### config.mk
export PLATFORM = sky130hd
export DESIGN_NAME = one_shot_delay_timer_table_top
export DESIGN_NICKNAME = d
export VERILOG_FILES = /design/src/sv/osdtt_pkg.sv /design/src/sv/one_shot_delay_timer_table_top.sv /design/src/sv/osdtt_cell.sv /design/src/sv/osdtt_head.sv
export SDC_FILE = /design/constraint.sdc
export NUM_CORES = 1
export LEC_CHECK = 0
export BUFFER_PORTS_ARGS = -buffer_cell sky130_fd_sc_hd__buf_4
export CAP_MARGIN = 20
export CORE_ASPECT_RATIO = 0.9
export CORE_MARGIN = 5
export CORE_UTILIZATION = 55
export CTS_CLUSTER_DIAMETER = 40
export DETAILED_ROUTE_END_ITERATION = 7
export GPL_TIMING_DRIVEN = 0
export PLACE_DENSITY = 0.7
export RECOVER_POWER = 25
export SLEW_MARGIN = 20
export SYNTH_ARGS = -nofsm -noshare
export SYNTH_HDL_FRONTEND = slang
export SYNTH_SLANG_ARGS = --single-unit
### constraint.sdc
create_clock -name clk_i -period 20.2 [get_ports clk_i]
set_input_delay 1.01 -clock clk_i [delete_from_list [all_inputs] [get_ports clk_i]]
set_output_delay 1.01 -clock clk_i [all_outputs]
set_load 0.02 [all_outputs]
### src/sv/osdtt_pkg.sv
// shared types and constants of the one-shot delay timer table
package osdtt_pkg;

  localparam int unsigned TimeW      = 48;
  localparam int unsigned DelayW     = 32;
  localparam int unsigned TagInW     = 16;
  localparam int unsigned SlotOutW   = 4;
  localparam int unsigned MaxResults = 16;
  localparam int unsigned FireCntW   = 5;

  typedef enum logic [2:0] {
    MODE_SCHEDULE = 3'd0,
    MODE_POLL     = 3'd1,
    MODE_PAUSE    = 3'd2,
    MODE_RESUME   = 3'd3,
    MODE_CLEAR    = 3'd4
  } mode_e;

  typedef enum logic [1:0] {
    KIND_FIRED     = 2'd0,
    KIND_SCHEDULED = 2'd1,
    KIND_FULL      = 2'd2
  } kind_e;

  typedef enum logic [1:0] {
    ST_IDLE,
    ST_SCAN,
    ST_DONE
  } state_e;

  // what the head unit decided about the slot passing it
  typedef struct packed {
    logic take;
    logic append;
    logic fire;
  } head_ctl_t;

endpackage

### src/sv/one_shot_delay_timer_table_top.sv
// one-shot timer table: ring of slot cells rotating past a single head unit
// schedule, poll and a resume while paused rotate the ring once, then pass
//   through a done state before the next beat is accepted
// pause, clear, ignored modes and polls while paused leave the ring still
// poll results leave one per cycle as found, stalls at the output hold the ring
// reset empties the table (no live slots) and clears the paused state
module one_shot_delay_timer_table_top #(
  parameter int unsigned NUM_SLOTS = 16,
  parameter int unsigned TAG_BITS  = 16
) (
  input  logic         clk_i,
  input  logic         rst_ni,
  input  logic         s_axis_tvalid,
  output logic         s_axis_tready,
  input  logic [95:0]  s_axis_tdata,   // now_us[47:0], delay_us[79:48], tag[95:80]
  input  logic [2:0]   s_axis_tuser,   // mode[2:0]
  output logic         m_axis_tvalid,
  input  logic         m_axis_tready,
  output logic [23:0]  m_axis_tdata,   // slot_index[3:0], fired_tag[19:4], zero[23:20]
  output logic [1:0]   m_axis_tuser,   // result_kind[1:0]
  output logic         m_axis_tlast
);
  import osdtt_pkg::*;

  localparam int unsigned IdxW  = (NUM_SLOTS > 1) ? $clog2(NUM_SLOTS) : 1;
  localparam int unsigned UsedW = $clog2(NUM_SLOTS + 1);
  localparam int unsigned TagW  = (TAG_BITS < TagInW) ? TAG_BITS : TagInW;

  // input fields
  logic [TimeW-1:0]  in_now;
  logic [DelayW-1:0] in_delay;
  logic [TagW-1:0]   in_tag;
  mode_e             in_mode;
  logic              in_acc;

  assign in_now   = s_axis_tdata[47:0];
  assign in_delay = s_axis_tdata[79:48];
  assign in_tag   = TagW'(s_axis_tdata[95:80]);
  assign in_mode  = mode_e'(s_axis_tuser);
  assign in_acc   = s_axis_tvalid && s_axis_tready;

  // control and item registers
  state_e               state_q, state_d;
  logic [IdxW-1:0]      cnt_q, cnt_d;
  logic [UsedW-1:0]     used_q, used_d;
  logic                 paused_q, paused_d;
  logic [TimeW-1:0]     pause_start_q, pause_start_d;
  mode_e                mode_q, mode_d;
  logic [TimeW-1:0]     op_time_q, op_time_d;
  logic [TagW-1:0]      tag_q, tag_d;
  logic                 found_q, found_d;
  logic [IdxW-1:0]      found_slot_q, found_slot_d;
  logic [FireCntW-1:0]  fire_cnt_q, fire_cnt_d;
  logic                 pend_valid_q, pend_valid_d;
  logic [IdxW-1:0]      pend_slot_q, pend_slot_d;
  logic [TagW-1:0]      pend_tag_q, pend_tag_d;

  // output register
  logic                 out_valid_q;
  kind_e                out_kind_q;
  logic [IdxW-1:0]      out_slot_q;
  logic [TagW-1:0]      out_tag_q;
  logic                 out_last_q;
  logic                 out_free;

  logic                 push;
  kind_e                push_kind;
  logic [IdxW-1:0]      push_slot;
  logic [TagW-1:0]      push_tag;
  logic                 push_last;
  logic                 shift;

  // ring
  logic [TimeW-1:0] cell_dl  [NUM_SLOTS];
  logic             cell_exp [NUM_SLOTS];
  logic [TagW-1:0]  cell_tag [NUM_SLOTS];
  logic [TimeW-1:0] head_dl;
  logic             head_exp;
  logic [TagW-1:0]  head_tag;
  head_ctl_t        ctl;

  osdtt_head #(
    .IdxW  (IdxW),
    .UsedW (UsedW),
    .TagW  (TagW)
  ) u_head (
    .mode_i     (mode_q),
    .cnt_i      (cnt_q),
    .used_i     (used_q),
    .op_time_i  (op_time_q),
    .tag_i      (tag_q),
    .found_i    (found_q),
    .fire_cnt_i (fire_cnt_q),
    .dl_i       (cell_dl[0]),
    .exp_i      (cell_exp[0]),
    .slot_tag_i (cell_tag[0]),
    .dl_o       (head_dl),
    .exp_o      (head_exp),
    .tag_o      (head_tag),
    .ctl_o      (ctl)
  );

  for (genvar k = 0; k < NUM_SLOTS; k++) begin : g_cell
    if (k == NUM_SLOTS - 1) begin : g_tail
      osdtt_cell #(.TagW(TagW)) u_cell (
        .clk_i   (clk_i),
        .shift_i (shift),
        .dl_i    (head_dl),
        .exp_i   (head_exp),
        .tag_i   (head_tag),
        .dl_o    (cell_dl[k]),
        .exp_o   (cell_exp[k]),
        .tag_o   (cell_tag[k])
      );
    end else begin : g_mid
      osdtt_cell #(.TagW(TagW)) u_cell (
        .clk_i   (clk_i),
        .shift_i (shift),
        .dl_i    (cell_dl[k+1]),
        .exp_i   (cell_exp[k+1]),
        .tag_i   (cell_tag[k+1]),
        .dl_o    (cell_dl[k]),
        .exp_o   (cell_exp[k]),
        .tag_o   (cell_tag[k])
      );
    end
  end

  assign out_free      = !out_valid_q || m_axis_tready;
  assign s_axis_tready = (state_q == ST_IDLE);

  always_comb begin
    state_d       = state_q;
    cnt_d         = cnt_q;
    used_d        = used_q;
    paused_d      = paused_q;
    pause_start_d = pause_start_q;
    mode_d        = mode_q;
    op_time_d     = op_time_q;
    tag_d         = tag_q;
    found_d       = found_q;
    found_slot_d  = found_slot_q;
    fire_cnt_d    = fire_cnt_q;
    pend_valid_d  = pend_valid_q;
    pend_slot_d   = pend_slot_q;
    pend_tag_d    = pend_tag_q;
    push          = 1'b0;
    push_kind     = KIND_FIRED;
    push_slot     = pend_slot_q;
    push_tag      = pend_tag_q;
    push_last     = 1'b0;
    shift         = 1'b0;
    case (state_q)
      ST_IDLE: begin
        if (in_acc) begin
          mode_d       = in_mode;
          cnt_d        = '0;
          found_d      = 1'b0;
          fire_cnt_d   = '0;
          pend_valid_d = 1'b0;
          case (in_mode)
            MODE_SCHEDULE: begin
              op_time_d = in_now + TimeW'(in_delay);
              tag_d     = in_tag;
              state_d   = ST_SCAN;
            end
            MODE_POLL: begin
              if (!paused_q) begin
                op_time_d = in_now;
                state_d   = ST_SCAN;
              end
            end
            MODE_PAUSE: begin
              paused_d      = 1'b1;
              pause_start_d = in_now;
            end
            MODE_RESUME: begin
              if (paused_q) begin
                paused_d  = 1'b0;
                // time going back gives an empty span
                op_time_d = (in_now >= pause_start_q) ? in_now - pause_start_q : '0;
                state_d   = ST_SCAN;
              end
            end
            MODE_CLEAR: begin
              used_d = '0;
            end
            default: begin
            end
          endcase
        end
      end
      ST_SCAN: begin
        // a new firing releases the held one, which is not the last
        if (ctl.fire && pend_valid_q) begin
          push = out_free;
        end
        shift = !(ctl.fire && pend_valid_q && !out_free);
        if (shift) begin
          cnt_d = cnt_q + 1'b1;
          if (cnt_q == IdxW'(NUM_SLOTS - 1)) begin
            state_d = ST_DONE;
          end
          if (ctl.take) begin
            found_d      = 1'b1;
            found_slot_d = cnt_q;
            if (ctl.append) begin
              used_d = used_q + 1'b1;
            end
          end
          if (ctl.fire) begin
            pend_valid_d = 1'b1;
            pend_slot_d  = cnt_q;
            pend_tag_d   = cell_tag[0];
            fire_cnt_d   = fire_cnt_q + 1'b1;
          end
        end
      end
      ST_DONE: begin
        case (mode_q)
          MODE_SCHEDULE: begin
            push_kind = found_q ? KIND_SCHEDULED : KIND_FULL;
            push_slot = found_q ? found_slot_q : '0;
            push_tag  = found_q ? tag_q : '0;
            push_last = 1'b1;
            if (out_free) begin
              push    = 1'b1;
              state_d = ST_IDLE;
            end
          end
          MODE_POLL: begin
            push_last = 1'b1;
            if (!pend_valid_q) begin
              state_d = ST_IDLE;
            end else if (out_free) begin
              push         = 1'b1;
              pend_valid_d = 1'b0;
              state_d      = ST_IDLE;
            end
          end
          default: begin
            state_d = ST_IDLE;
          end
        endcase
      end
      default: begin
        state_d = ST_IDLE;
      end
    endcase
  end

  always_ff @(posedge clk_i or negedge rst_ni) begin
    if (!rst_ni) begin
      state_q       <= ST_IDLE;
      cnt_q         <= '0;
      used_q        <= '0;
      paused_q      <= 1'b0;
      pause_start_q <= '0;
      found_q       <= 1'b0;
      fire_cnt_q    <= '0;
      pend_valid_q  <= 1'b0;
      out_valid_q   <= 1'b0;
    end else begin
      state_q       <= state_d;
      cnt_q         <= cnt_d;
      used_q        <= used_d;
      paused_q      <= paused_d;
      pause_start_q <= pause_start_d;
      found_q       <= found_d;
      fire_cnt_q    <= fire_cnt_d;
      pend_valid_q  <= pend_valid_d;
      if (push) begin
        out_valid_q <= 1'b1;
      end else if (m_axis_tready) begin
        out_valid_q <= 1'b0;
      end
    end
  end

  always_ff @(posedge clk_i) begin
    mode_q       <= mode_d;
    op_time_q    <= op_time_d;
    tag_q        <= tag_d;
    found_slot_q <= found_slot_d;
    pend_slot_q  <= pend_slot_d;
    pend_tag_q   <= pend_tag_d;
    if (push) begin
      out_kind_q <= push_kind;
      out_slot_q <= push_slot;
      out_tag_q  <= push_tag;
      out_last_q <= push_last;
    end
  end

  assign m_axis_tvalid = out_valid_q;
  assign m_axis_tdata  = {4'd0, TagInW'(out_tag_q), SlotOutW'(out_slot_q)};
  assign m_axis_tuser  = out_kind_q;
  assign m_axis_tlast  = out_last_q;

endmodule

### src/sv/osdtt_cell.sv
// one timer slot of the rotating ring, loads from its neighbor on every shift
module osdtt_cell #(
  parameter int unsigned TagW = 16
) (
  input  logic                       clk_i,
  input  logic                       shift_i,
  input  logic [osdtt_pkg::TimeW-1:0] dl_i,
  input  logic                       exp_i,
  input  logic [TagW-1:0]            tag_i,
  output logic [osdtt_pkg::TimeW-1:0] dl_o,
  output logic                       exp_o,
  output logic [TagW-1:0]            tag_o
);
  import osdtt_pkg::*;

  logic [TimeW-1:0] dl_q;
  logic             exp_q;
  logic [TagW-1:0]  tag_q;

  always_ff @(posedge clk_i) begin
    if (shift_i) begin
      dl_q  <= dl_i;
      exp_q <= exp_i;
      tag_q <= tag_i;
    end
  end

  assign dl_o  = dl_q;
  assign exp_o = exp_q;
  assign tag_o = tag_q;

endmodule

### src/sv/osdtt_head.sv
// head unit: examines and updates the slot leaving the front of the ring
module osdtt_head #(
  parameter int unsigned IdxW  = 4,
  parameter int unsigned UsedW = 5,
  parameter int unsigned TagW  = 16
) (
  input  osdtt_pkg::mode_e                mode_i,
  input  logic [IdxW-1:0]                 cnt_i,
  input  logic [UsedW-1:0]                used_i,
  input  logic [osdtt_pkg::TimeW-1:0]     op_time_i,
  input  logic [TagW-1:0]                 tag_i,
  input  logic                            found_i,
  input  logic [osdtt_pkg::FireCntW-1:0]  fire_cnt_i,
  input  logic [osdtt_pkg::TimeW-1:0]     dl_i,
  input  logic                            exp_i,
  input  logic [TagW-1:0]                 slot_tag_i,
  output logic [osdtt_pkg::TimeW-1:0]     dl_o,
  output logic                            exp_o,
  output logic [TagW-1:0]                 tag_o,
  output osdtt_pkg::head_ctl_t            ctl_o
);
  import osdtt_pkg::*;

  logic live;
  logic at_end;

  assign live   = UsedW'(cnt_i) < used_i;
  assign at_end = UsedW'(cnt_i) == used_i;

  always_comb begin
    ctl_o = '0;
    dl_o  = dl_i;
    exp_o = exp_i;
    tag_o = slot_tag_i;
    case (mode_i)
      MODE_SCHEDULE: begin
        // first expired live slot wins, else the first slot past the live range
        if (!found_i && ((live && exp_i) || at_end)) begin
          ctl_o.take   = 1'b1;
          ctl_o.append = at_end;
          dl_o         = op_time_i;
          exp_o        = 1'b0;
          tag_o        = tag_i;
        end
      end
      MODE_POLL: begin
        if (live && !exp_i && (op_time_i >= dl_i) &&
            (fire_cnt_i < FireCntW'(MaxResults))) begin
          ctl_o.fire = 1'b1;
          exp_o      = 1'b1;
        end
      end
      MODE_RESUME: begin
        dl_o = dl_i + op_time_i;
      end
      default: begin
      end
    endcase
  end

endmodule

=== Yosys cells after proc, flatten, opt, wreduce, memory -nomap -nowiden ===
Cells that the tools add are included.

* Order comparisons: 4
* Eq/ne operators: 23
* Bitwise operators: 1
* Reductions and logical operators: 38
* Mux-type cells: 65
* Add/sub/neg operators: 6

{| class="wikitable"
|+ Operators by type and width
! kind !! number
|-
| 2-to-1 mux 48 bit || 4
|-
| case mux 48 bit (3 select lines) || 1
|-
| greater-or-equal comparator 48 bit || 2
|-
| case mux 48 bit (2 select lines) || 1
|-
| 2-to-1 mux 16 bit || 5
|-
| adder 48 x 32 -> 48 bit || 1
|-
| adder 48 bit || 1
|-
| subtractor 48 bit || 1
|-
| 2-to-1 mux 5 bit || 8
|-
| 2-to-1 mux 2 bit || 10
|-
| 2-to-1 mux 4 bit || 5
|-
| case mux 5 bit (2 select lines) || 2
|-
| 2-to-1 mux 1 bit || 19
|-
| AND reduction 3 bit || 6
|-
| inequality test 2 bit (second input constant) || 7
|-
| case mux 2 bit (3 select lines) || 2
|-
| AND reduction 6 bit || 2
|-
| adder 5 x 1 -> 5 bit (second input constant) || 2
|-
| case mux 1 bit (2 select lines) || 5
|-
| AND reduction 5 bit || 2
|-
| == test 3 x 2 -> 1 bit (second input constant) || 3
|-
| logical AND 1 bit || 8
|-
| case mux 4 bit (2 select lines) || 1
|-
| AND reduction 4 bit || 2
|-
| 23 further kinds || 37
|}

* Input bits: 103
* Register bits after elaboration: 1222
* Output and inout bits: 29
* Logic and storage cells: 204

=== Longest topological paths before layout ===
Gate-level depths: netlist of the first run.

* Depth after elaboration: 10
* Gate-level depth with buffers: 14
* Depth with buffers taken out: 13

=== Cells and area by module ===
A second synthesis of the first run with hierarchy kept.

* Cells, all modules: 3128
* Area total of the unflattened synthesis: 48871.9 µm²

{| class="wikitable"
|+ By module, submodules not included
! module !! area an instance (µm²) !! seq. area each (µm²) !! times used !! cells an instance
|-
| osdtt_cell || 1951.9 || 1951.9 || 16 || 65
|-
| one_shot_delay_timer_table_top || 12426.9 || 5124.9 || 1 || 1307
|-
| osdtt_head || 5215.0 || 0.0 || 1 || 781
|}

=== Worst setup path before layout of the first run ===
OpenSTA, ideal clock, no wires.

* Path type: reg-to-reg
* Start point: register op_time_q[26]
* End point: register cnt_q[0]
* Arrival time: 14.445 ns
* Period minus slack after synthesis: 14.575 ns
* Slack: 5.625 ns
* Data required time: 20.069 ns
* Stages on the path, launching flop included: 13
* Path buffers: 1
* Library setup time: 0.131 ns
* Cells stage by stage: edfxtp_1 > ha_1 > clkbuf_1 > a21o_1 > a221o_1 > a21oi_1 > o21ai_0 > a211oi_1 > nor3_1 > a21oi_2 > nand2_4 > inv_2 > a22o_2

* Cells in the longest elaborated chain, start to end: 9

{| class="wikitable"
|+ Ends and longest elaborated chain
! element !! line !! RTL
|-
| start: declaration || one_shot_delay_timer_table_top.sv:49 || <nowiki>logic [TimeW-1:0] op_time_q, op_time_d;</nowiki>
|-
| start signal: assignment || one_shot_delay_timer_table_top.sv:282 || <nowiki>op_time_q <= op_time_d;</nowiki>
|-
| greater-or-equal comparator 48 bit || osdtt_head.sv:47 || <nowiki>if (live && !exp_i && (op_time_i >= dl_i) &&</nowiki>
|-
| logical AND 1 bit (2 in series) || osdtt_head.sv:47 ||
|-
| 2-to-1 mux 1 bit || osdtt_head.sv:47 ||
|-
| 2-to-1 mux 1 bit || osdtt_head.sv:35 || <nowiki>case (mode_i)</nowiki>
|-
| logical AND 1 bit (2 in series) || one_shot_delay_timer_table_top.sv:198 || <nowiki>shift = !(ctl.fire && pend_valid_q && !out_free);</nowiki>
|-
| inequality test 2 bit (no line) || - ||
|-
| AND reduction 3 bit (no line) || - ||
|-
| end signal: assignment || one_shot_delay_timer_table_top.sv:265 || <nowiki>cnt_q <= cnt_d;</nowiki>
|-
| end: declaration || one_shot_delay_timer_table_top.sv:44 || <nowiki>logic [IdxW-1:0] cnt_q, cnt_d;</nowiki>
|}

No other way between the ends.
A chain may end at the register's enable or synchronous reset.

=== Final worst setup path of the first run ===
* Start point: register op_time_q[45]
* End point: register g_cell[3].g_mid.u_cell.dl_q[36], enable pin

* Cells in the longest elaborated chain, start to end: 9

{| class="wikitable"
|+ Ends and longest elaborated chain
! element !! line !! RTL
|-
| greater-or-equal comparator 48 bit || osdtt_head.sv:47 ||
|-
| logical AND 1 bit (2 in series) || osdtt_head.sv:47 ||
|-
| 2-to-1 mux 1 bit || osdtt_head.sv:47 ||
|-
| 2-to-1 mux 1 bit || osdtt_head.sv:35 ||
|-
| logical AND 1 bit (2 in series) || one_shot_delay_timer_table_top.sv:198 ||
|-
| zero test 1 bit || one_shot_delay_timer_table_top.sv:198 ||
|-
| 2-to-1 mux 1 bit || one_shot_delay_timer_table_top.sv:153 || <nowiki>case (state_q)</nowiki>
|-
| net g_cell[0].g_mid.u_cell.shift_i || osdtt_cell.sv:6 || <nowiki>input logic shift_i,</nowiki>
|-
| end signal: assignment || osdtt_cell.sv:22 || <nowiki>dl_q <= dl_i;</nowiki>
|-
| end: declaration || osdtt_cell.sv:16 || <nowiki>logic [TimeW-1:0] dl_q;</nowiki>
|}

The timed path passes the listed nets, and every way through them passes these cells.

==> flow_summary_export.csv, run 1 <==
group,metric,value,unit
detailed_routing,drtPass1Iterations,6,
finish,fin_area,56500,um2
flow_run,maxCapViolCount,0,
timing,hold_ws,375,ps
power_and_ir_drop,leakagePower,20.6,nW
yosys,synthFlopType,"edfxtp_1",
floorplanning,core_area,87900,um2
timing,final_hold_viol_count,0,
yosys,synth_cells,3157,
floorplanning,initial_core_util,55.6,%
yosys,synth_area_leader_cell,"edfxtp_1",
timing,slew_headroom,12.4,%
finish,fin_util,64.3,%
yosys,syn_avg_cell_area,15.5,um2
worst_setup_path,criticalPathCategory,"reg2reg",
global_route,grt_usage,22.8,%
clock_tree,cts.sinks,1222,
detailed_routing,dr.first_iter.drc_count,2593,
worst_setup_path,crit_required,20570,ps
detailed_routing,drc_errors,0,
finish,finalNetCount,3734,
detailed_routing,drt_wl_total,108000,um
yosys,synth_seq_cells,1222,
worst_setup_path,worstPathArrival,6950,ps
floorplanning,die_w,324,um
placed_design,place_hpwl,73000,um
clock_tree,cts_buffer_depth,3,
timing,fin_tns_setup,0,ps
clock_tree,cts_tree,"done",
yosys,async_reset_ff_share,5.56,%
placed_design,dp_slack,13520,ps
floorplanning,die_h,293,um
global_route,grt_use_met3,3.43,%
yosys,synth_commonest_cells,"edfxtp_1 (1154), nand2_1 (225), ha_1 (186)",
timing,layout_setup_ws,13620,ps
status,status,"complete, no violations",
clock_tree,cts.reportedPaths.clkPinSlew,60,ps
detailed_routing,vias_per_cell,5.79,
placed_design,place_inst,4457,
timing,fin_crit_sh,32.6,%
worst_setup_path,cp-start-kind,"flop",
clock_tree,cts-hold-fix-buffers,0,
timing,tightest_slew,1310,ps
detailed_routing,vias,27300,
timing,slew_viol_final,0,
power_and_ir_drop,power.density,159,nW/um2
detailed_routing,ant_nets,0,
power_and_ir_drop,peakVddDrop,90.2,uV
timing,setup_viol,0,
finish,nFillCells,6140,
yosys,synth_edf_count,1154,
finish,seq_area,36400,um2
global_route,use_met1,35.8,%
finish,drive_gt1_share,12.9,%
clock_tree,clock_latency,740,ps
timing,final.min_clock_period,6580,ps
global_route,grt_pass1_vias,26900,
yosys,yosys-top-cells-area,"edfxtp_1 (71%), ha_1 (4.8%), dfrtp_1 (3.5%)",
floorplanning,rows,103,
finish,fin_cells,4712,
clock_tree,post_cts.repair.setup_buffers,0,
worst_hold_path,min_path_type,"reg2reg",
floorplanning,io_pins,132,
global_route,grtUsageMet2,33.7,%
worst_setup_path,cp_max_fo,119,
placed_design,gp_congestion,0.881,
clock_tree,htree_num_levels,4,
clock_tree,cts_buffers,137,
clock_tree,cts-resized-gates,0,
detailed_routing,wire_per_inst,22.8,um
timing,fmax,0.152,GHz
power_and_ir_drop,p_total,8.96,mW
global_route,overflow,0,
timing,rsz0062_at_grt,"no",
worst_setup_path,end_kind,"flop",
yosys,ys_warn_count,0,
floorplanning,dieArea,94900,um2
clock_tree,root_buffer,"clkbuf_16",
global_route,grt_pass1_wl,163000,um
global_route,antenna_found_initial,9,
yosys,yosysSeqAreaShare,74.4,%
yosys,synth.most_common_cell,"edfxtp_1",
finish,multi_input_area,11500,um2
timing,finClkSkew,58.2,ps
yosys,ys_types,87,
yosys,syn_area,48800,um2
global_route,grt_max_degree,121,
placed_design,postPlaceCellArea,51600,um2
placed_design,portBuffers,127,
yosys,synth_top_area_share,71.0,%
global_route,top_usage_layer,"met1",
finish,area_growth,15.7,%
power breakdown:
part,total [mW],internal (mW),switching (mW)
sequential,4.44,4.09,0.342
clock,2.57,1.50,1.07
combinational,1.95,0.633,1.32
total,8.96,6.23,2.74
flip-flops by register name, summed over array words and instances, names as in the netlist, 5 cells and up:
name                        count
pause_start_q                  48
g_cell.g_tail.u_cell.tag_o     16
used_q                          5
g_cell.g_mid.u_cell.exp_o      15
tag_q                          16
op_time_q                      48
fire_cnt_q                      5
out_tag_q                      16
g_cell.g_tail.u_cell.dl_o      48
g_cell.g_mid.u_cell.dl_o      720
g_cell.g_mid.u_cell.tag_o     240
pend_tag_q                     16
worst max-delay path, cell delays in order, from the launching register on:
cell,delay (ps)
edfxtp_1,530
ha_1,360
buf_6,140
a21o_1,150
a21o_2,200
a21oi_1,230
o221ai_1,230
a211oi_2,590
nor3_1,140
a21oi_2,270
nand2_4,150
inv_8,280
buf_16,410
buf_16,450
buf_16,380
buf_16,470
buf_16,470
buf_16,450
layer usage:
layer / wire [um] / vias to the layer above
met5: 8 / -
met4: 2470 / 2
met3: 5920 / 153
met2: 48100 / 828
met1: 51200 / 13700
li1: - / 12700
cell usage in the layout (no fill, tap or decap), types with 25 or more instances in the layout:
| master | instances |
|---|---|
| edfxtp_1 | 1154 |
| buf_4 | 117 |
| and3_1 | 28 |
| nor2_1 | 131 |
| nand4_1 | 28 |
| clkbuf_16 | 137 |
| a21oi_1 | 164 |
| nand3_1 | 52 |
| xor2_1 | 31 |
| a21o_1 | 50 |
| a31oi_1 | 25 |
| o21bai_1 | 37 |
| mux2_2 | 49 |
| nor3_1 | 40 |
| o211ai_1 | 29 |
| inv_1 | 171 |
| clkbuf_1 | 90 |
| dfrtp_1 | 68 |
| ha_1 | 186 |
| a22oi_1 | 39 |
| o21ai_0 | 163 |
| xnor2_1 | 75 |
| nand2_1 | 225 |
path summary, 6_finish.rpt:
path	startpoint	end	slack, ps	cells after the start
worst max-delay path	op_time_q[45]$_DFFE_PP_	g_cell[3].g_mid.u_cell.dl_o[36]$_DFFE_PP_	13620	17
worst min-delay path	g_cell[11].g_mid.u_cell.dl_o[24]$_DFFE_PP_	g_cell[10].g_mid.u_cell.dl_o[24]$_DFFE_PP_	370	0
worst max register to register	op_time_q[45]$_DFFE_PP_	g_cell[3].g_mid.u_cell.dl_o[36]$_DFFE_PP_	13620	17
worst min register to register	g_cell[11].g_mid.u_cell.dl_o[24]$_DFFE_PP_	g_cell[10].g_mid.u_cell.dl_o[24]$_DFFE_PP_	370	0
max in group asynchronous	rst_ni	used_q[1]$_DFFE_PN0P_	18700	2
min in group asynchronous	rst_ni	pause_start_q[45]$_DFFE_PN0P_	550	1
logic make-up (layout without fill, tap and decap cells):
family / after synthesis / in the layout / synth area share, %
xor gates and xnor gates: 106 / 106 / 1.90
and+or+nand+nor: 629 / 629 / 6.14
DFF: 1222 / 1222 / 74.4
buffers and inverters: 266 / 660 / 2.13
other: 1 / 7 / 0.00768
AOI/OAI and AO/OA: 690 / 690 / 9.26
muxes: 54 / 54 / 1.23
adders and majority gates: 189 / 189 / 4.89
final cells by class:
class / instances / area share (%)
tap: 1155 / 2.56
antenna: 3 / 0.0133
sequential: 1222 / 64.3
buffer: 92 / 0.689
clock buffer: 152 / 6.17
multi-input combinational: 1672 / 20.3
inverter: 174 / 1.17
timing repair buffer: 143 / 2.35
clock inverter: 99 / 2.39
Power figures use the tool's default switching activity.
==> run 2, diff against run 1 <==
- PLACE_DENSITY: 0.7 -> 0.72
- clock period: 20.2 -> 5.8 ns (I/O delays scaled with it)
==> run 2 against run 1 <==
Compared with the run above:
- the flow now finishes with violations (capacitance limit, slew limit)
- via count up 0.82%
- hold slack worse by 98 ps
- cell area increased by 1.0%
- highest routed layer is now met4
==> flow_summary_export.csv, run 2 (synthesis results as in run 1) <==
group,metric,value,unit
timing,fmax,0.187,GHz
timing,final.min_clock_period,5350,ps
placed_design,place_hpwl,72700,um
worst_hold_path,min_path_type,"in2async",
timing,fin_tns_setup,0,ps
worst_setup_path,criticalPathCategory,"reg2reg",
power_and_ir_drop,p_total,31.1,mW
timing,tightest_slew,3160,ps
worst_setup_path,crit_buf_inv,7,
finish,nFillCells,6138,
timing,rsz0062_at_grt,"no",
clock_tree,cts_buffers,137,
clock_tree,post_cts.repair.setup_buffers,0,
clock_tree,clock_latency,740,ps
timing,layout_setup_ws,449,ps
timing,final_hold_viol_count,0,
worst_setup_path,cp_common_cell,"buf_16",
worst_setup_path,cp_max_fo,95,
status,failed_checks,"capacitance limit, slew limit",
worst_setup_path,slowest_stage,"edfxtp_1",
detailed_routing,drt_wl_total,109000,um
timing,setup_viol,0,
timing,finClkSkew,54.1,ps
worst_setup_path,max_stage_delay,500,ps
worst_setup_path,end_kind,"flop",
global_route,grt_max_degree,172,
finish,largest_reg_flops,720,
clock_tree,cts.reportedPaths.clkPinSlew,60,ps
floorplanning,io_pins,132,
finish,finalNetCount,3809,
worst_setup_path,path_delay_family,"buffers and inverters",
clock_tree,cts_buffer_depth,3,
floorplanning,die_w,324,um
worst_setup_path,reg2reg_slack,450,ps
floorplanning,initial_core_util,55.6,%
status,status,"finished with violations",
clock_tree,htree_num_levels,4,
timing,fin_crit_sh,92.3,%
clock_tree,cts_tree,"done",
finish,final_cell_mix,"edfxtp_1 (1154), nand2_1 (225), ha_1 (186)",
placed_design,portBuffers,127,
detailed_routing,drtPass1Iterations,5,
detailed_routing,vias_per_cell,5.75,
finish,final_common_cell,"edfxtp_1",
power_and_ir_drop,leakagePower,20.8,nW
power_and_ir_drop,peakVddDrop,341,uV
placed_design,postPlaceCellArea,51500,um2
timing,hold_ws,277,ps
global_route,grt_usage,23.0,%
flow_run,maxCapViolCount,1,
detailed_routing,ant_nets,0,
placed_design,dp_slack,-710,ps
timing,slew_headroom,-111,%
clock_tree,root_buffer,"clkbuf_16",
finish,area_growth,16.9,%
floorplanning,dieArea,94900,um2
floorplanning,rows,103,
detailed_routing,wire_per_inst,22.8,um
floorplanning,die_h,293,um
worst_setup_path,crit_required,6180,ps
detailed_routing,drc_errors,0,
detailed_routing,vias,27500,
clock_tree,cts.sinks,1222,
detailed_routing,dr.first_iter.drc_count,2542,
worst_setup_path,cp-start-kind,"flop",
finish,seq_area,36400,um2
worst_setup_path,worstPathArrival,5730,ps
worst_setup_path,worstPathCellList,"inv_1 > ha_1 > clkbuf_1 > and3_1 > a221o_1 > a21oi_1 > o21ai_0 > a211oi_4 > nor3_1 > a21oi_2 > nand2_4 > inv_16 > buf_16 > buf_16 > buf_16 > buf_16",
finish,fin_area,57100,um2
floorplanning,core_area,87900,um2
global_route,antenna_found_initial,3,
global_route,grt_pass1_vias,27500,
global_route,grt_pass1_wl,166000,um
finish,multi_input_area,11500,um2
global_route,overflow,0,
finish,drive_gt1_share,12.7,%
power_and_ir_drop,power.density,545,nW/um2
timing,slew_viol_final,52,
placed_design,gp_congestion,0.893,
[run 2: cell types whose count changed in the layout (fill, tap and decap cells not counted), sizes merged]
cell | previous run | this run
dlygate4sd3 | 0 | 71
clkbuf | 243 | 257
clkinv | 56 | 49
bufinv | 16 | 12
buf | 144 | 141
clkinvlp | 9 | 12
bufbuf | 0 | 2
diode | 3 | 1
inv | 192 | 193
[run 2: final cells by class]
cell class	instances	share of cell area [%]
diodes	1	0.00438
plain buffers	92	0.681
clock buffers	161	6.29
clock inverters	92	1.93
inverters	174	1.17
multi-input cells	1672	20.1
flip-flops and latches	1222	63.7
well taps	1155	2.53
repair buffers	218	3.60
[run 2: report_power, final]
group	internal [mW]	switching [mW]
clock network	5.10	3.64
registers	14.3	1.19
logic	2.27	4.66
[run 2: metrics by stage]
step,cells,utilization [%]
2_1_floorplan,3160,-
3_3_place_gp,4442,58.3
3_5_place_dp,4456,58.7
4_1_cts,4783,64.9
5_1_grt,4787,65.0
6_report,4787,65.0
[run 2: path summary, 6_finish.rpt]
path | start | cells past startpoint | endpoint
max in group asynchronous | rst_ni | 3 | pause_start_q[1]$_DFFE_PN0P_
worst max register to register | g_cell[0].g_mid.u_cell.dl_o[25]$_DFFE_PP_ | 16 | g_cell[13].g_mid.u_cell.dl_o[45]$_DFFE_PP_
worst max-delay path | g_cell[0].g_mid.u_cell.dl_o[25]$_DFFE_PP_ | 16 | g_cell[13].g_mid.u_cell.dl_o[45]$_DFFE_PP_
worst min register to register | g_cell[12].g_mid.u_cell.dl_o[23]$_DFFE_PP_ | 0 | g_cell[11].g_mid.u_cell.dl_o[23]$_DFFE_PP_
min in group clk_i | s_axis_tdata[71] | 4 | op_time_q[23]$_DFFE_PP_
worst min-delay path | rst_ni | 2 | pause_start_q[45]$_DFFE_PN0P_
[run 2: timing repair]
item / in CTS / in global routing
hold buffers: 71 / 0
pin swaps: 0 / 0
setup endpoints to repair: 210 / 359
hold endpoints to repair: 153 / 0
gates cloned: 3 / 2
gates resized for setup: 1 / 1
[run 2: worst register-to-register path: cells and delay by family (launching register included)]
family / cells / cell delay [ps]
compound gates: 5 / 1370
buf+inv: 7 / 2340
fa+ha+maj: 1 / 220
flops: 1 / 500
simple gates: 3 / 560
[run 2: layer usage]
| metal | part of all wire (%) | up-vias | routed length [um] | global-route usage [%] |
|---|---|---|---|---|
| met5 | 0 | - | 0 | 0 |
| met4 | 2.5 | 0 | 2720 | 6.78 |
| met3 | 5.4 | 180 | 5870 | 3.81 |
| met2 | 45 | 855 | 49400 | 34.6 |
| met1 | 47 | 13700 | 51100 | 35.1 |
| li1 | - | 12800 | - | - |
==> run 3, diff against run 2 <==
- CORE_ASPECT_RATIO: 0.9 -> 0.75
==> run 3 against run 2 <==
Compared with the run above:
- the flow now finishes without violations
- critical path type unchanged
- maximum frequency is 0.36% lower
- clock power is 11% lower
- via count hardly changed
- clock skew is 25 ps lower
- utilization is 0.75 points lower
- combinational power is 0.9% higher
- register-to-register slack worse by 20 ps
- first-iteration DRC count is 25% higher
- die area hardly changed
- sequential power hardly changed
- worst setup slack worse by 20 ps
- critical path depth stayed put
==> flow_summary_export.csv, run 3 (synthesis results as in run 1) <==
group,metric,value,unit
timing,fin_tns_setup,0,ps
power_and_ir_drop,peakVddDrop,284,uV
finish,nFillCells,6168,
timing,slew_headroom,33.4,%
clock_tree,root_buffer,"clkbuf_16",
clock_tree,post_cts.repair.setup_buffers,0,
worst_setup_path,criticalPathCategory,"reg2reg",
floorplanning,dieArea,94900,um2
worst_setup_path,cp_common_cell,"buf_16",
detailed_routing,drt_wl_total,106000,um
worst_setup_path,worstPathArrival,5710,ps
placed_design,dp_slack,-699,ps
worst_setup_path,crit_buf_inv,7,
finish,diodes,0,
power_and_ir_drop,power.density,534,nW/um2
finish,fin_cells,4749,
finish,area_growth,15.5,%
timing,final.min_clock_period,5370,ps
timing,fmax,0.186,GHz
detailed_routing,vias,27500,
floorplanning,initial_core_util,55.6,%
worst_setup_path,end_kind,"flop",
global_route,grt_pass1_wl,161000,um
global_route,grt_pass1_vias,26400,
worst_setup_path,cp-start-kind,"flop",
global_route,grt_usage,22.3,%
clock_tree,cts_buffer_depth,3,
finish,final_common_cell,"edfxtp_1",
detailed_routing,drtPass1Iterations,6,
detailed_routing,ant_nets,0,
worst_hold_path,min_path_type,"in2reg",
global_route,overflow,0,
timing,setup_viol,0,
flow_run,maxCapViolCount,0,
placed_design,portBuffers,127,
timing,fin_crit_sh,92.6,%
finish,drive_gt1_share,11.8,%
detailed_routing,wire_per_inst,22.4,um
status,status,"complete, no violations",
placed_design,place_hpwl,72700,um
clock_tree,cts.reportedPaths.clkPinSlew,70,ps
worst_setup_path,cp_max_fo,107,
power_and_ir_drop,leakagePower,20.5,nW
placed_design,place_inst,4449,
clock_tree,htree_num_levels,3,
floorplanning,io_pins,132,
finish,largest_reg_flops,720,
timing,final_hold_viol_count,0,
clock_tree,clock_latency,690,ps
floorplanning,die_h,268,um
timing,slew_viol_final,0,
global_route,grt_max_degree,179,
floorplanning,die_w,354,um
detailed_routing,drc_errors,0,
timing,rsz0062_at_grt,"no",
worst_setup_path,path_delay_family,"buffers and inverters",
detailed_routing,dr.first_iter.drc_count,3183,
global_route,antenna_found_initial,2,
timing,tightest_slew,999,ps
worst_setup_path,crit_required,6140,ps
timing,layout_setup_ws,429,ps
worst_setup_path,worstPathCellList,"inv_1 > ha_1 > clkbuf_1 > and3_1 > a221o_1 > a21oi_1 > o21ai_0 > a211oi_4 > nor3_1 > a21oi_2 > nand2_4 > inv_16 > buf_16 > buf_16 > buf_16 > bufbuf_16",
worst_setup_path,max_stage_delay,540,ps
clock_tree,cts_buffers,118,
clock_tree,cts.sinks,1222,
finish,final_cell_mix,"edfxtp_1 (1154), nand2_1 (225), ha_1 (186)",
timing,hold_ws,68.8,ps
floorplanning,rows,94,
finish,finalNetCount,3784,
worst_setup_path,slowest_stage,"edfxtp_1",
detailed_routing,vias_per_cell,5.80,
floorplanning,core_area,87900,um2
clock_tree,cts_tree,"done",
placed_design,gp_congestion,0.917,
timing,finClkSkew,29.5,ps
finish,fin_util,64.2,%
[run 3: changes by cell type in the layout (fill, tap and decap cells not counted), moves of 5 or more]
| cell | delta |
|---|---|
| inv_8 | +7 |
| clkinv_1 | +8 |
| clkinv_2 | -6 |
| clkbuf_16 | -20 |
| inv_6 | -5 |
| clkbuf_1 | -5 |
[run 3: report_power, final]
group,leakage [nW],internal (mW),switching [mW]
clock network,1.95,4.43,3.34
logic,6.86,2.28,4.71
registers,11.7,14.2,1.12
[run 3: path summary, 6_finish.rpt]
kind,start,endpoint,slack [ps],depth (start not counted)
max reg2reg,g_cell[0].g_mid.u_cell.dl_o[27]$_DFFE_PP_,g_cell[15].g_tail.u_cell.dl_o[45]$_DFFE_PP_,430,16
min in group asynchronous,rst_ni,pause_start_q[37]$_DFFE_PN0P_,300,2
min reg2reg,g_cell[13].g_mid.u_cell.dl_o[14]$_DFFE_PP_,g_cell[12].g_mid.u_cell.dl_o[14]$_DFFE_PP_,400,0
max,g_cell[0].g_mid.u_cell.dl_o[27]$_DFFE_PP_,g_cell[15].g_tail.u_cell.dl_o[45]$_DFFE_PP_,430,16
max in group asynchronous,rst_ni,pause_start_q[0]$_DFFE_PN0P_,4850,2
min,s_axis_tdata[1],pause_start_q[1]$_DFFE_PN0P_,70,3
[run 3: timing repair]
action	in CTS	in global routing
cloned	3	3
endpoints found under the setup margin	481	326
hold endpoints to repair	139	0
resized for setup	1	0
hold buffers	69	0
[run 3: final cells by class]
class | count | area [um2] | area share [%]
flip-flops and latches | 1222 | 36400 | 64.4
clock buffers | 136 | 3040 | 5.39
repair buffers | 212 | 2010 | 3.57
inverters | 174 | 669 | 1.19
plain buffers | 92 | 389 | 0.690
multi-input cells | 1672 | 11500 | 20.4
clock inverters | 89 | 1010 | 1.79
well taps | 1152 | 1440 | 2.55
[run 3: worst min-delay path, delay by kind of cell]
family	cells	cell delay (ps)
AO/OA/AOI/OAI	1	110
buffers and inverters	2	290
[run 3: metrics by stage]
| stage | instance area (um2) | power [mW] |
|---|---|---|
| 4_1_cts | 56400 | 30.2 |
| 2_1_floorplan | 48900 | 20.0 |
| 3_5_place_dp | 51500 | 22.2 |
| 6_report | 56400 | 30.1 |
| 3_3_place_gp | 51300 | 22.3 |
| 5_1_grt | 56400 | 31.7 |
[run 3: layer usage]
| layer | wire length, um | global-route usage [%] | share of wire, % | vias up |
|---|---|---|---|---|
| li1 | - | - | - | 12800 |
| met1 | 53400 | 36.5 | 50 | 13700 |
| met2 | 43600 | 31.1 | 41 | 897 |
| met3 | 6570 | 3.70 | 6.2 | 187 |
| met4 | 2710 | 6.04 | 2.6 | 2 |
| met5 | 13 | 0 | 0.012 | - |
